<file path="src/design/obpl_pkg.sv">
// Package for the order book price level table.
// Holds constants, beat payload types and the sequencer state encoding.
`default_nettype none
package obpl_pkg;

  localparam int LEVEL_CAPACITY = 32;
  localparam logic [4:0] DEPTH_RESET = 5'd10;

  typedef struct packed {
    logic        side;
    logic [31:0] price;
    logic [31:0] quantity;
    logic [47:0] stamp_ms;
    logic        batch_end;
  } upd_t;

  typedef struct packed {
    logic [31:0] best_bid_price;
    logic [31:0] best_bid_qty;
    logic [31:0] best_ask_price;
    logic [31:0] best_ask_qty;
    logic [5:0]  bid_count;
    logic [5:0]  ask_count;
    logic [47:0] book_time_ms;
  } book_t;

  typedef enum logic [3:0] {
    ST_IDLE,
    ST_SCAN_RD,
    ST_SCAN_CHK,
    ST_DECIDE,
    ST_SHIFT_RD,
    ST_SHIFT_WR,
    ST_PUT,
    ST_FINISH,
    ST_CHECK,
    ST_TOP_BID,
    ST_TOP_ASK,
    ST_EMIT
  } state_e;

endpackage
`default_nettype wire

</file>
<file path="src/design/obpl_stream_if.sv">
// Valid/ready channel carrying one payload per beat.
// Payload type is a parameter; used for updates, results and configuration.
`default_nettype none
interface obpl_stream_if #(
  parameter type T = logic
);
  logic valid;
  logic ready;
  T     data;

  modport source (output valid, output data, input ready);
  modport sink (input valid, input data, output ready);
endinterface
`default_nettype wire

</file>
<file path="src/design/order_book_price_levels.sv">
// Order book price level table: top level and update sequencer.
// Depends on obpl_pkg, obpl_stream_if and obpl_ram.
//
// Usage:
//   upd_i  : one level update per beat (side, price, quantity, stamp, batch end).
//   book_o : top of book and level counts, one beat per batch end whose
//            book has both sides non-empty after the depth cut.
//   cfg_i  : depth_limit write, always taken; write only while idle.
// Both sides live in one RAM, bids in the lower half and asks in the upper,
// each kept sorted best level first. An update scans its side one entry at a
// time (ST_SCAN_RD, ST_SCAN_CHK) until it finds the price or its sorted place,
// then shifts the tail one entry at a time (ST_SHIFT_RD, ST_SHIFT_WR) through
// the single RAM port pair; the scan and the shift together cover at most one
// side. One update is in work at a time.
// Reset empties both sides, clears the book time and sets depth_limit to 10;
// the RAM is not cleared, entries at or above the held count are never read.
// The result sits in an output register; a stalled receiver holds the block
// only when a new result is ready and the register is still full.
`default_nettype none
module order_book_price_levels #(
  parameter int LEVEL_CAPACITY = obpl_pkg::LEVEL_CAPACITY
) (
  input  wire logic clk_i,
  input  wire logic rst_ni,
  obpl_stream_if.sink   upd_i,
  obpl_stream_if.source book_o,
  obpl_stream_if.sink   cfg_i
);
  localparam int CNT_W = $clog2(LEVEL_CAPACITY + 1);
  localparam int IDX_W = $clog2(LEVEL_CAPACITY);
  localparam int AW    = IDX_W + 1;
  localparam int CMP_W = (CNT_W > 5) ? CNT_W : 5;
  localparam logic [CNT_W-1:0] CAP_C = CNT_W'(LEVEL_CAPACITY);

  obpl_pkg::state_e state_q, state_d;
  obpl_pkg::upd_t   upd_q;
  obpl_pkg::book_t  book_q, book_d;
  logic             book_vld_q, book_vld_d;
  logic [4:0]       depth_q;
  logic [CNT_W-1:0] bid_held_q, bid_held_d, ask_held_q, ask_held_d;
  logic [CNT_W-1:0] pos_q, pos_d, cur_q, cur_d, lim_q, lim_d;
  logic             match_q, match_d, del_q, del_d;
  logic [47:0]      time_q, time_d;
  logic [63:0]      bid_top_q, bid_top_d;

  logic             we, re;
  logic [AW-1:0]    waddr, raddr;
  logic [63:0]      wdata, rdata;
  logic [CNT_W-1:0] n_side;
  logic [31:0]      ent_price;
  logic             ahead;
  logic [CNT_W-1:0] cur_inc, cur_dec;

  obpl_ram #(.WIDTH(64), .DEPTH(2 ** AW)) u_ram (
    .clk_i  (clk_i),
    .we_i   (we),
    .waddr_i(waddr),
    .wdata_i(wdata),
    .re_i   (re),
    .raddr_i(raddr),
    .rdata_o(rdata)
  );

  assign upd_i.ready  = (state_q == obpl_pkg::ST_IDLE);
  assign cfg_i.ready  = 1'b1;
  assign book_o.valid = book_vld_q;
  assign book_o.data  = book_q;

  assign n_side    = upd_q.side ? ask_held_q : bid_held_q;
  assign ent_price = rdata[63:32];
  assign ahead     = upd_q.side ? (upd_q.price < ent_price) : (upd_q.price > ent_price);
  assign cur_inc   = CNT_W'(cur_q + 1'b1);
  assign cur_dec   = CNT_W'(cur_q - 1'b1);

  // sequence one update through scan, shift, cut and report
  always_comb begin
    logic [CMP_W-1:0] dl;
    dl         = CMP_W'(depth_q);
    state_d    = state_q;
    bid_held_d = bid_held_q;
    ask_held_d = ask_held_q;
    pos_d      = pos_q;
    cur_d      = cur_q;
    lim_d      = lim_q;
    match_d    = match_q;
    del_d      = del_q;
    time_d     = time_q;
    bid_top_d  = bid_top_q;
    book_d     = book_q;
    book_vld_d = book_vld_q && !book_o.ready;
    we         = 1'b0;
    re         = 1'b0;
    waddr      = {upd_q.side, cur_q[IDX_W-1:0]};
    raddr      = {upd_q.side, pos_q[IDX_W-1:0]};
    wdata      = rdata;

    unique case (state_q)
      obpl_pkg::ST_IDLE: begin
        pos_d   = '0;
        match_d = 1'b0;
        if (upd_i.valid) begin
          state_d = obpl_pkg::ST_SCAN_RD;
        end
      end
      obpl_pkg::ST_SCAN_RD: begin
        if (pos_q == n_side) begin
          state_d = obpl_pkg::ST_DECIDE;
        end else begin
          re      = 1'b1;
          state_d = obpl_pkg::ST_SCAN_CHK;
        end
      end
      obpl_pkg::ST_SCAN_CHK: begin
        if (ent_price == upd_q.price) begin
          match_d = 1'b1;
          state_d = obpl_pkg::ST_DECIDE;
        end else if (ahead) begin
          state_d = obpl_pkg::ST_DECIDE;
        end else begin
          pos_d   = CNT_W'(pos_q + 1'b1);
          state_d = obpl_pkg::ST_SCAN_RD;
        end
      end
      obpl_pkg::ST_DECIDE: begin
        cur_d = pos_q;
        lim_d = n_side;
        if (match_q) begin
          if (upd_q.quantity != '0) begin
            state_d = obpl_pkg::ST_PUT;
          end else begin
            del_d   = 1'b1;
            state_d = obpl_pkg::ST_SHIFT_RD;
            if (upd_q.side) ask_held_d = CNT_W'(ask_held_q - 1'b1);
            else            bid_held_d = CNT_W'(bid_held_q - 1'b1);
          end
        end else if (upd_q.quantity == '0) begin
          state_d = obpl_pkg::ST_FINISH;
        end else if (n_side == CAP_C && pos_q == CAP_C) begin
          // worse than every level of a full side: drop it
          state_d = obpl_pkg::ST_FINISH;
        end else begin
          del_d   = 1'b0;
          state_d = obpl_pkg::ST_SHIFT_RD;
          cur_d   = (n_side == CAP_C) ? CNT_W'(CAP_C - 1'b1) : n_side;
          if (upd_q.side) ask_held_d = CNT_W'(cur_d + 1'b1);
          else            bid_held_d = CNT_W'(cur_d + 1'b1);
        end
      end
      obpl_pkg::ST_SHIFT_RD: begin
        if (del_q) begin
          raddr = {upd_q.side, cur_inc[IDX_W-1:0]};
          if (cur_inc < lim_q) begin
            re      = 1'b1;
            state_d = obpl_pkg::ST_SHIFT_WR;
          end else begin
            state_d = obpl_pkg::ST_FINISH;
          end
        end else begin
          raddr = {upd_q.side, cur_dec[IDX_W-1:0]};
          if (cur_q > pos_q) begin
            re      = 1'b1;
            state_d = obpl_pkg::ST_SHIFT_WR;
          end else begin
            state_d = obpl_pkg::ST_PUT;
          end
        end
      end
      obpl_pkg::ST_SHIFT_WR: begin
        we      = 1'b1;
        cur_d   = del_q ? cur_inc : cur_dec;
        state_d = obpl_pkg::ST_SHIFT_RD;
      end
      obpl_pkg::ST_PUT: begin
        we      = 1'b1;
        waddr   = {upd_q.side, pos_q[IDX_W-1:0]};
        wdata   = {upd_q.price, upd_q.quantity};
        state_d = obpl_pkg::ST_FINISH;
      end
      obpl_pkg::ST_FINISH: begin
        if (!upd_q.batch_end) begin
          state_d = obpl_pkg::ST_IDLE;
        end else begin
          // cut both sides to the depth limit
          if (CMP_W'(bid_held_q) > dl) bid_held_d = CNT_W'(dl);
          if (CMP_W'(ask_held_q) > dl) ask_held_d = CNT_W'(dl);
          time_d  = upd_q.stamp_ms;
          state_d = obpl_pkg::ST_CHECK;
        end
      end
      obpl_pkg::ST_CHECK: begin
        state_d = (bid_held_q != '0 && ask_held_q != '0) ? obpl_pkg::ST_TOP_BID
                                                         : obpl_pkg::ST_IDLE;
      end
      obpl_pkg::ST_TOP_BID: begin
        re      = 1'b1;
        raddr   = '0;
        state_d = obpl_pkg::ST_TOP_ASK;
      end
      obpl_pkg::ST_TOP_ASK: begin
        re        = 1'b1;
        raddr     = {1'b1, {IDX_W{1'b0}}};
        bid_top_d = rdata;
        state_d   = obpl_pkg::ST_EMIT;
      end
      obpl_pkg::ST_EMIT: begin
        // wait for the output register to drain
        if (!book_vld_q || book_o.ready) begin
          book_vld_d            = 1'b1;
          book_d.best_bid_price = bid_top_q[63:32];
          book_d.best_bid_qty   = bid_top_q[31:0];
          book_d.best_ask_price = rdata[63:32];
          book_d.best_ask_qty   = rdata[31:0];
          book_d.bid_count      = 6'(bid_held_q);
          book_d.ask_count      = 6'(ask_held_q);
          book_d.book_time_ms   = time_q;
          state_d               = obpl_pkg::ST_IDLE;
        end
      end
      default: state_d = obpl_pkg::ST_IDLE;
    endcase
  end

  // control state
  always_ff @(posedge clk_i or negedge rst_ni) begin
    if (!rst_ni) begin
      state_q    <= obpl_pkg::ST_IDLE;
      book_vld_q <= 1'b0;
      bid_held_q <= '0;
      ask_held_q <= '0;
      time_q     <= '0;
      depth_q    <= obpl_pkg::DEPTH_RESET;
    end else begin
      state_q    <= state_d;
      book_vld_q <= book_vld_d;
      bid_held_q <= bid_held_d;
      ask_held_q <= ask_held_d;
      time_q     <= time_d;
      if (cfg_i.valid) begin
        depth_q <= cfg_i.data;
      end
    end
  end

  // payload and loop registers
  always_ff @(posedge clk_i) begin
    if (upd_i.valid && upd_i.ready) begin
      upd_q <= upd_i.data;
    end
    book_q    <= book_d;
    pos_q     <= pos_d;
    cur_q     <= cur_d;
    lim_q     <= lim_d;
    match_q   <= match_d;
    del_q     <= del_d;
    bid_top_q <= bid_top_d;
  end

  a_held_cap: assert property (@(posedge clk_i) disable iff (!rst_ni)
    bid_held_q <= CAP_C && ask_held_q <= CAP_C)
    else $error("level count above capacity");

  a_cut: assert property (@(posedge clk_i) disable iff (!rst_ni)
    state_q == obpl_pkg::ST_CHECK |-> CMP_W'(bid_held_q) <= CMP_W'(depth_q)
                                     && CMP_W'(ask_held_q) <= CMP_W'(depth_q))
    else $error("side not cut to depth at batch end");

  a_result_sides: assert property (@(posedge clk_i) disable iff (!rst_ni)
    state_q == obpl_pkg::ST_EMIT |-> bid_held_q != '0 && ask_held_q != '0)
    else $error("result for a one-sided book");

  a_idle_no_write: assert property (@(posedge clk_i) disable iff (!rst_ni)
    state_q == obpl_pkg::ST_IDLE |-> !we)
    else $error("RAM write while idle");

endmodule
`default_nettype wire

</file>
<file path="src/design/obpl_ram.sv">
// Generic single write, single read port RAM with registered read data.
// No dependencies.
`default_nettype none
module obpl_ram #(
  parameter int WIDTH = 64,
  parameter int DEPTH = 64
) (
  input  wire logic                     clk_i,
  input  wire logic                     we_i,
  input  wire logic [$clog2(DEPTH)-1:0] waddr_i,
  input  wire logic [WIDTH-1:0]         wdata_i,
  input  wire logic                     re_i,
  input  wire logic [$clog2(DEPTH)-1:0] raddr_i,
  output logic      [WIDTH-1:0]         rdata_o
);
  logic [WIDTH-1:0] mem [DEPTH];

  // write port
  always_ff @(posedge clk_i) begin
    if (we_i) begin
      mem[waddr_i] <= wdata_i;
    end
  end

  // read port, hold data when idle
  always_ff @(posedge clk_i) begin
    if (re_i) begin
      rdata_o <= mem[raddr_i];
    end
  end
endmodule
`default_nettype wire

</file>
<file path="src/flat_wrapper.sv">
// flat-port wrapper written by rule: the top's interface ports become plain ports
module order_book_price_levels_flat 
#(
  parameter int LEVEL_CAPACITY = obpl_pkg::LEVEL_CAPACITY
)
  (clk_i, rst_ni, upd_i_valid, upd_i_data, upd_i_ready, book_o_valid, book_o_data, book_o_ready, cfg_i_valid, cfg_i_data, cfg_i_ready);
  obpl_stream_if #(.T(obpl_pkg::upd_t)) upd_i_i ();
  obpl_stream_if #(.T(obpl_pkg::book_t)) book_o_i ();
  obpl_stream_if #(.T(logic [4:0])) cfg_i_i ();
  input  wire logic clk_i;
  input  wire logic rst_ni;
  input wire logic [$bits(upd_i_i.valid)-1:0] upd_i_valid;
  input wire logic [$bits(upd_i_i.data)-1:0] upd_i_data;
  output wire logic [$bits(upd_i_i.ready)-1:0] upd_i_ready;
  output wire logic [$bits(book_o_i.valid)-1:0] book_o_valid;
  output wire logic [$bits(book_o_i.data)-1:0] book_o_data;
  input wire logic [$bits(book_o_i.ready)-1:0] book_o_ready;
  input wire logic [$bits(cfg_i_i.valid)-1:0] cfg_i_valid;
  input wire logic [$bits(cfg_i_i.data)-1:0] cfg_i_data;
  output wire logic [$bits(cfg_i_i.ready)-1:0] cfg_i_ready;
  assign upd_i_i.valid = upd_i_valid;
  assign upd_i_i.data = upd_i_data;
  assign upd_i_ready = upd_i_i.ready;
  assign book_o_valid = book_o_i.valid;
  assign book_o_data = book_o_i.data;
  assign book_o_i.ready = book_o_ready;
  assign cfg_i_i.valid = cfg_i_valid;
  assign cfg_i_i.data = cfg_i_data;
  assign cfg_i_ready = cfg_i_i.ready;
  order_book_price_levels #(.LEVEL_CAPACITY(LEVEL_CAPACITY)) u_core (.clk_i(clk_i), .rst_ni(rst_ni), .upd_i(upd_i_i), .book_o(book_o_i), .cfg_i(cfg_i_i));
endmodule
</file>
<file path="config.mk">
export PLATFORM = sky130hd
export DESIGN_NAME = order_book_price_levels_flat
export DESIGN_NICKNAME = d
export VERILOG_FILES = /design/src/design/obpl_pkg.sv /design/src/design/obpl_stream_if.sv /design/src/design/order_book_price_levels.sv /design/src/design/obpl_ram.sv /design/src/flat_wrapper.sv
export SDC_FILE = /design/constraint.sdc
export NUM_CORES = 2
export LEC_CHECK = 0
export BUFFER_PORTS_ARGS = -buffer_cell sky130_fd_sc_hd__buf_2
export CAP_MARGIN = 25
export CORE_ASPECT_RATIO = 0.9
export CORE_MARGIN = 8
export CORE_UTILIZATION = 35
export CTS_CLUSTER_SIZE = 28
export DETAILED_ROUTE_END_ITERATION = 7
export HOLD_SLACK_MARGIN = 0.06
export PLACE_DENSITY_LB_ADDON = 0.05
export SYNTH_ARGS = -nofsm -noshare
export SYNTH_HDL_FRONTEND = slang
export SYNTH_SLANG_ARGS = --single-unit
</file>
<file path="constraint.sdc">
create_clock -name clk_i -period 14.2 [get_ports clk_i]
set_clock_uncertainty 0.05 [all_clocks]
set_input_delay 0 -clock clk_i [delete_from_list [all_inputs] [get_ports clk_i]]
set_output_delay 0 -clock clk_i [all_outputs]
set_load 0.05 [all_outputs]
</file>
==> Yosys cells after proc, flatten, opt, wreduce, memory -nomap -nowiden <==
Memory sizes are Yosys's and may differ from the RTL's. A register that Yosys moved wholly into a read port is not among the register bits.
Cells that the tools add are included.
{ "classes": {"add_sub_neg": 6, "n_mux": 64, "eq_ne": 31, "magnitude_cmp": 6, "reduce_logical": 25} }
{ "op_table": {"columns": ["operator", "n"], "rows": [
  ["$mux 6", 24],
  ["$mux 64", 1],
  ["$pmux 4 s12", 1],
  ["$pmux 6 s2", 4],
  ["$eq 32x32->1", 1],
  ["$gt 32x32->1", 1],
  ["$logic_not 32->1", 1],
  ["$lt 32x32->1", 1],
  ["$mux 4", 8],
  ["$reduce_bool 32->1", 1],
  ["$add 6x1->6 const B", 3],
  ["$pmux 6 s3", 1],
  ["$sub 6x1->6 const B", 3],
  ["$eq 4x3->1 const B", 4],
  ["$eq 4x4->1 const B", 4],
  ["$mux 1", 16],
  ["$ne 2x1->1 const B", 8],
  ["$reduce_and 7->1", 2],
  ["$eq 6x6->1 const B", 2],
  ["$gt 6x5->1", 2],
  ["$reduce_bool 6->1", 2],
  ["$mux 2", 5],
  ["$mux 5", 2],
  ["$ne 2x2->1 const B", 5],
  ["other kinds (18)", 30]
]} }
{ "totals": {"out_inout_bits": 191, "elab_cells": 157, "ramBits": 4096, "inputBits": 124, "register_bits": 456, "mem_count": 1} }
{ "mem_list": {"columns": ["memory", "depth", "width", "read_ports", "rd_ports_with_merged_regs", "wr", "line", "rtl"], "rows": [
  ["u_core.u_ram.mem", 64, 64, 1, 1, 1, "obpl_ram.sv:16", "logic [WIDTH-1:0] mem [DEPTH];"]
]} }

==> Logic depth before layout (Yosys ltp) <==
{ "depth": {"word_depth": 9, "depth_mapped": 14, "depth_no_buf": 11} }

==> By module <==
From an unflattened synthesis, not the netlist that was laid out.
{ "unflattened": {"cells_unflattened": 7733, "hier_area_um2": 174962.8} }
{ "by_module_without_submodules": {"columns": ["mod", "cells_each", "seq_area_each_um2", "area_each_um2", "n_inst"], "rows": [
  ["obpl_ram", 6598, 124919.8, 156971.8, 1],
  ["order_book_price_levels", 1135, 13345.3, 17991.0, 1]
]} }

==> Least setup slack after synthesis <==
OpenSTA, ideal clock, no wires.
{ "synth_timing": {"path_kind": "flip-flop to flip-flop", "start": "reg u_core.state_q[0]", "end": "reg u_core.book_q, in the netlist u_core.book_o.data[0], enable pin", "n_path_buf": 2, "setup_time_ns": 0.966, "synth_period_minus_slack_ns": 14.599, "arrival_ns": 13.583, "required_ns": 13.184, "stages_incl_launch_ff": 5, "setup_slack_ns": -0.399, "path_cell_list": "dfrtp_1 > buf_6 > clkbuf_1 > nand2_1 > nor3_1"} }
{ "synth_via": {"elab_chain_len": 2} }
{ "synth_lines": {"columns": ["element", "line", "rtl"], "rows": [
  ["start, declared", "order_book_price_levels.sv:35", "obpl_pkg::state_e state_q, state_d;"],
  ["start signal, assigned", "order_book_price_levels.sv:226", "state_q <= obpl_pkg::ST_IDLE;"],
  ["start signal, assigned", "order_book_price_levels.sv:233", "state_q <= state_d;"],
  ["$eq 4x4->1", "order_book_price_levels.sv:97", "unique case (state_q)"],
  ["$reduce_and 2->1 (no line)", null, null],
  ["end signal, assigned", "order_book_price_levels.sv:249", "book_q <= book_d;"],
  ["end, declared", "order_book_price_levels.sv:37", "obpl_pkg::book_t book_q, book_d;"]
]} }
No other way between the ends.
A chain may end at the register's enable or synchronous reset.

==> Worst setup path in the final report <==
{ "layout_timing": {"start": "reg u_core.state_q[3]", "end": "reg u_core.u_ram.rdata_o[38] (read register of u_core.u_ram.mem), data pin"} }
{ "layout_via": {"elab_chain_len": 3, "word_cells_on_any_way": 7, "cone_classes": "eq/ne: 4; mux: 2; reduce/logical: 1"} }
{ "layout_lines": {"columns": ["element", "line", "rtl"], "rows": [
  ["$eq 4x4->1", "order_book_price_levels.sv:97", null],
  ["$reduce_or 2->1 (no line)", null, null],
  ["$pmux 1 s3", "order_book_price_levels.sv:97", null],
  ["end, declared", "obpl_ram.sv:14", "output logic [WIDTH-1:0] rdata_o"]
]} }
Several ways; a longest one is shown, not always the timed one.

==> out/qor.yml <==
layout:
  final_nets: 11217
  fill_cells: 45307
  syn2layout_area_growth_pct: 17.7
  layout-drive-gt1-share_pct: 18.6
clock_network:
  numCtsBuffers: 528
  cts-root-buf: "clkbuf_16"
  h-tree-depth: 6
  clk_pin_slew_worst_paths_ns: 0.06
  cts_tree: "done"
  cts.path.max_buffers: 4
  cts_setup_buffers: 0
  cts_resized: 0
  insertion_delay_ns: 1.05
  clock-sinks: 4616
logic_synthesis:
  syn_area_sq_um: 178000
  yosys_register_bits: 4616
  yosysWarnings: 0
  yosysMostFrequentCell: "edfxtp_1"
  synth_edf_count: 4546
  synthArstFlopShare_pct: 1.52
  ys_seq_area_share_pct: 77.8
  synth_largest_area_cell: "edfxtp_1"
  syn_avg_cell_area_sq_um: 17.5
  yosys.cell_types.count: 81
  synthCells: 10140
  synth.area.top_cells: "edfxtp_1, mux4_2, nand2_1, mux2i_1, nand3_1"
  netlist.area_leader.share_pct: 76.8
  synth-main-ff-cell: "edfxtp_1"
  synth_nets: 10326
  synth_commonest_cells: "edfxtp_1, nand2_1, mux4_2, nand3_1, clkbuf_1"
global_routing:
  grtUsageTotal_pct: 24.3
  grt-ovfl-total: 0
  grt_pass1_vias: 101153
  grt_max_degree: 125
  antenna_found_initial: 53
  grt_first_pass_wirelength_microns: 899000
power_and_ir_drop:
  powerDensity_nw_per_um2: 252
  power_frac_comb_pct: 38.8
  vdd_drop_max_v: 0.000400
  p_clk_share_pct: 25.1
  switchingPower_mw: 20.6
  totalPowerFinal_mw: 52.7
  internal_power_mw: 32.1
  seq_power_share_pct: 36.1
  switching_share_pct: 39.0
  leakagePower_nw: 69.1
timing:
  fin_crit_sh_pct: 50.1
  setup_viol: 0
  slew_viol_final: 0
  rsz0062_at_grt: "no"
  worst_pin_slew_ns: 1.15
  finalSetupTns_ns: 0
  max_freq_mhz: 141
  final-hold-violation-count: 0
  maxSlewHeadroom_pct: 22.5
  period_needed_ns: 7.11
route:
  wl_microns: 667000
  via_per_inst: 5.67
  dr.pass1.iters: 5
  vias: 103197
  first_iter_violations: 12926
  ant_nets: 0
  drc_errors: 0
  wl_per_cell_microns: 36.6
floorplanning:
  die-area_sq_um: 531000
  num_io_pins: 315
  initial_core_util_pct: 35.1
  dieWidth_microns: 767
  die_h_microns: 692
  rows: 248
  core_sq_um: 506000
critical_path:
  cp_top_family: "buffers and inverters"
  path_max_fanout: 94
  worstSetupPathType: "register to register"
  worst_path_most_repeated_cell: "buf_4"
  critPathMaxStageDelay_ns: 0.79
  worstPathRequired_ns: 14.88
  startpoint_type: "register"
  path_cells: "nor2b_1 -> a32oi_1 -> o221ai_4 -> buf_4 -> buf_12 -> buf_4 -> buf_4 -> mux4_2 -> nand3_1 -> nand4_1 -> nor4_1 -> nand4_1"
  cp-end-kind: "register"
  worstPathArrival_ns: 7.79
  cp_num_buf_inv: 4
  crit_slowest_cell: "o221ai_4"
flow_run:
  timing.max_cap.violations: 0
place:
  routabilityCongestion: 0.804
  hpwl_microns: 364000
  port_buffers: 313
run_status:
  status: "complete, no violations"
hold_path:
  hold_path_class: "primary input to register"
## power by group through the flow
| stage | combinational, mW | sequential [mW] | clock, mW |
|---|---|---|---|
| final | 20.5 | 19.0 | 13.2 |
| after global routing | 21.7 | 19.1 | 14.0 |
| after CTS | 20.4 | 19.0 | 13.5 |
| after global placement | 20.0 | 19.3 | 0 |
| after floorplan | 11.9 | 19.1 | 0 |
| after detailed placement | 20.3 | 19.3 | 0 |
## cells in the final DEF, fill, tap and decap left out, types with 129 or more instances in the layout
cell and instances:
dlygate4sd3_1 268, o21ai_0 150, nand2_1 1719, clkbuf_1 129, edfxtp_1 4546, clkbuf_16 547
and3_1 284, mux2i_1 296, mux4_2 492, buf_4 314, buf_2 317, a311oi_1 227
nand3_1 454
## stage by stage
step | area, sq um | utilization (%) | cells | setup WS, ns | hold slack [ns]
2_1_floorplan | 178000 | - | 10140 | 5.39 | -0.346
3_3_place_gp | 189000 | 37.4 | 16939 | 7.03 | -0.0565
3_5_place_dp | 190000 | 37.5 | 16967 | 6.90 | -0.0523
4_1_cts | 209000 | 41.3 | 18185 | 6.90 | 0.0610
5_1_grt | 209000 | 41.3 | 18202 | 6.65 | 0.129
6_report | 209000 | 41.3 | 18214 | 7.09 | 0.166
## final timing paths
path	slack, ns	from	depth (start not counted)	endpoint
min reg2reg	0.37	u_core.bid_top_q[0]	0	u_core.book_o.data[124]
min in group asynchronous	0.51	rst_ni	5	u_core.time_q[43]
max in group asynchronous	12.71	rst_ni	6	u_core.time_q[29]
max reg2reg	7.09	u_core.state_q[3]	12	u_core.u_ram.rdata_o[38]
min	0.17	upd_i_data[103]	3	u_core.upd_q[103]
max	7.09	u_core.state_q[3]	12	u_core.u_ram.rdata_o[38]
## state kept, by name, summed over array words and instances, names as in the netlist, 6 cells and up
| signal | cells |
|---|---|
| u_core.time_q | 48 |
| u_core.bid_top_q | 64 |
| u_core.u_ram.mem | 4096 |
| u_core.lim_q | 6 |
| u_core.bid_held_q | 6 |
| u_core.cur_q | 6 |
| u_core.upd_q | 114 |
| u_core.u_ram.rdata_o | 64 |
| u_core.pos_q | 6 |
| u_core.book_o.data | 188 |
| u_core.ask_held_q | 6 |
## worst register-to-register path, cell delays in order (launching register included)
cell and delay (ns):
dfrtp_1 0.67, nor2b_1 0.61, a32oi_1 0.25, o221ai_4 0.79, buf_4 0.52, buf_12 0.59
buf_4 0.77, buf_4 0.73, mux4_2 0.64, nand3_1 0.12, nand4_1 0.18, nor4_1 0.70
nand4_1 0.17
## layout make-up
class	instances	area [sq um]	area share, %
diodes	14	35.0	0.0167
clock buffers	684	14300	6.83
clock inverters	265	2220	1.06
inverters	70	263	0.126
multi-input cells	4848	37700	18.0
flip-flops and latches	4616	138000	66.1
well taps	6750	8450	4.04
repair buffers	967	8030	3.84
## what timing repair did
item | 4_1_cts | 5_1_grt
endpoints found under the hold margin | 283 | 0
endpoints found under the setup margin | 0 | 0
hold buffers | 269 | 0
## kinds of logic after synthesis
family / share of synthesized area, %
flip-flops: 77.8
AND/OR/NAND/NOR: 7.33
AO/OA/AOI/OAI: 4.25
multiplexers: 8.46
buffers and inverters: 1.62
adder cells (fa/ha/maj): 0.436
XOR/XNOR: 0.143
other: 0.00211
## layer usage
layer / up-vias / share of wire, % / wire [microns] / track usage [%]
li1: 42042 / - / - / -
met1: 56082 / 46 / 304000 / 35.9
met2: 4271 / 46 / 305000 / 38.3
met3: 802 / 6.5 / 43000 / 3.28
met4: 0 / 2.2 / 14900 / 5.36
met5: - / 0 / 0 / 0
Power figures use the tool's default switching activity.
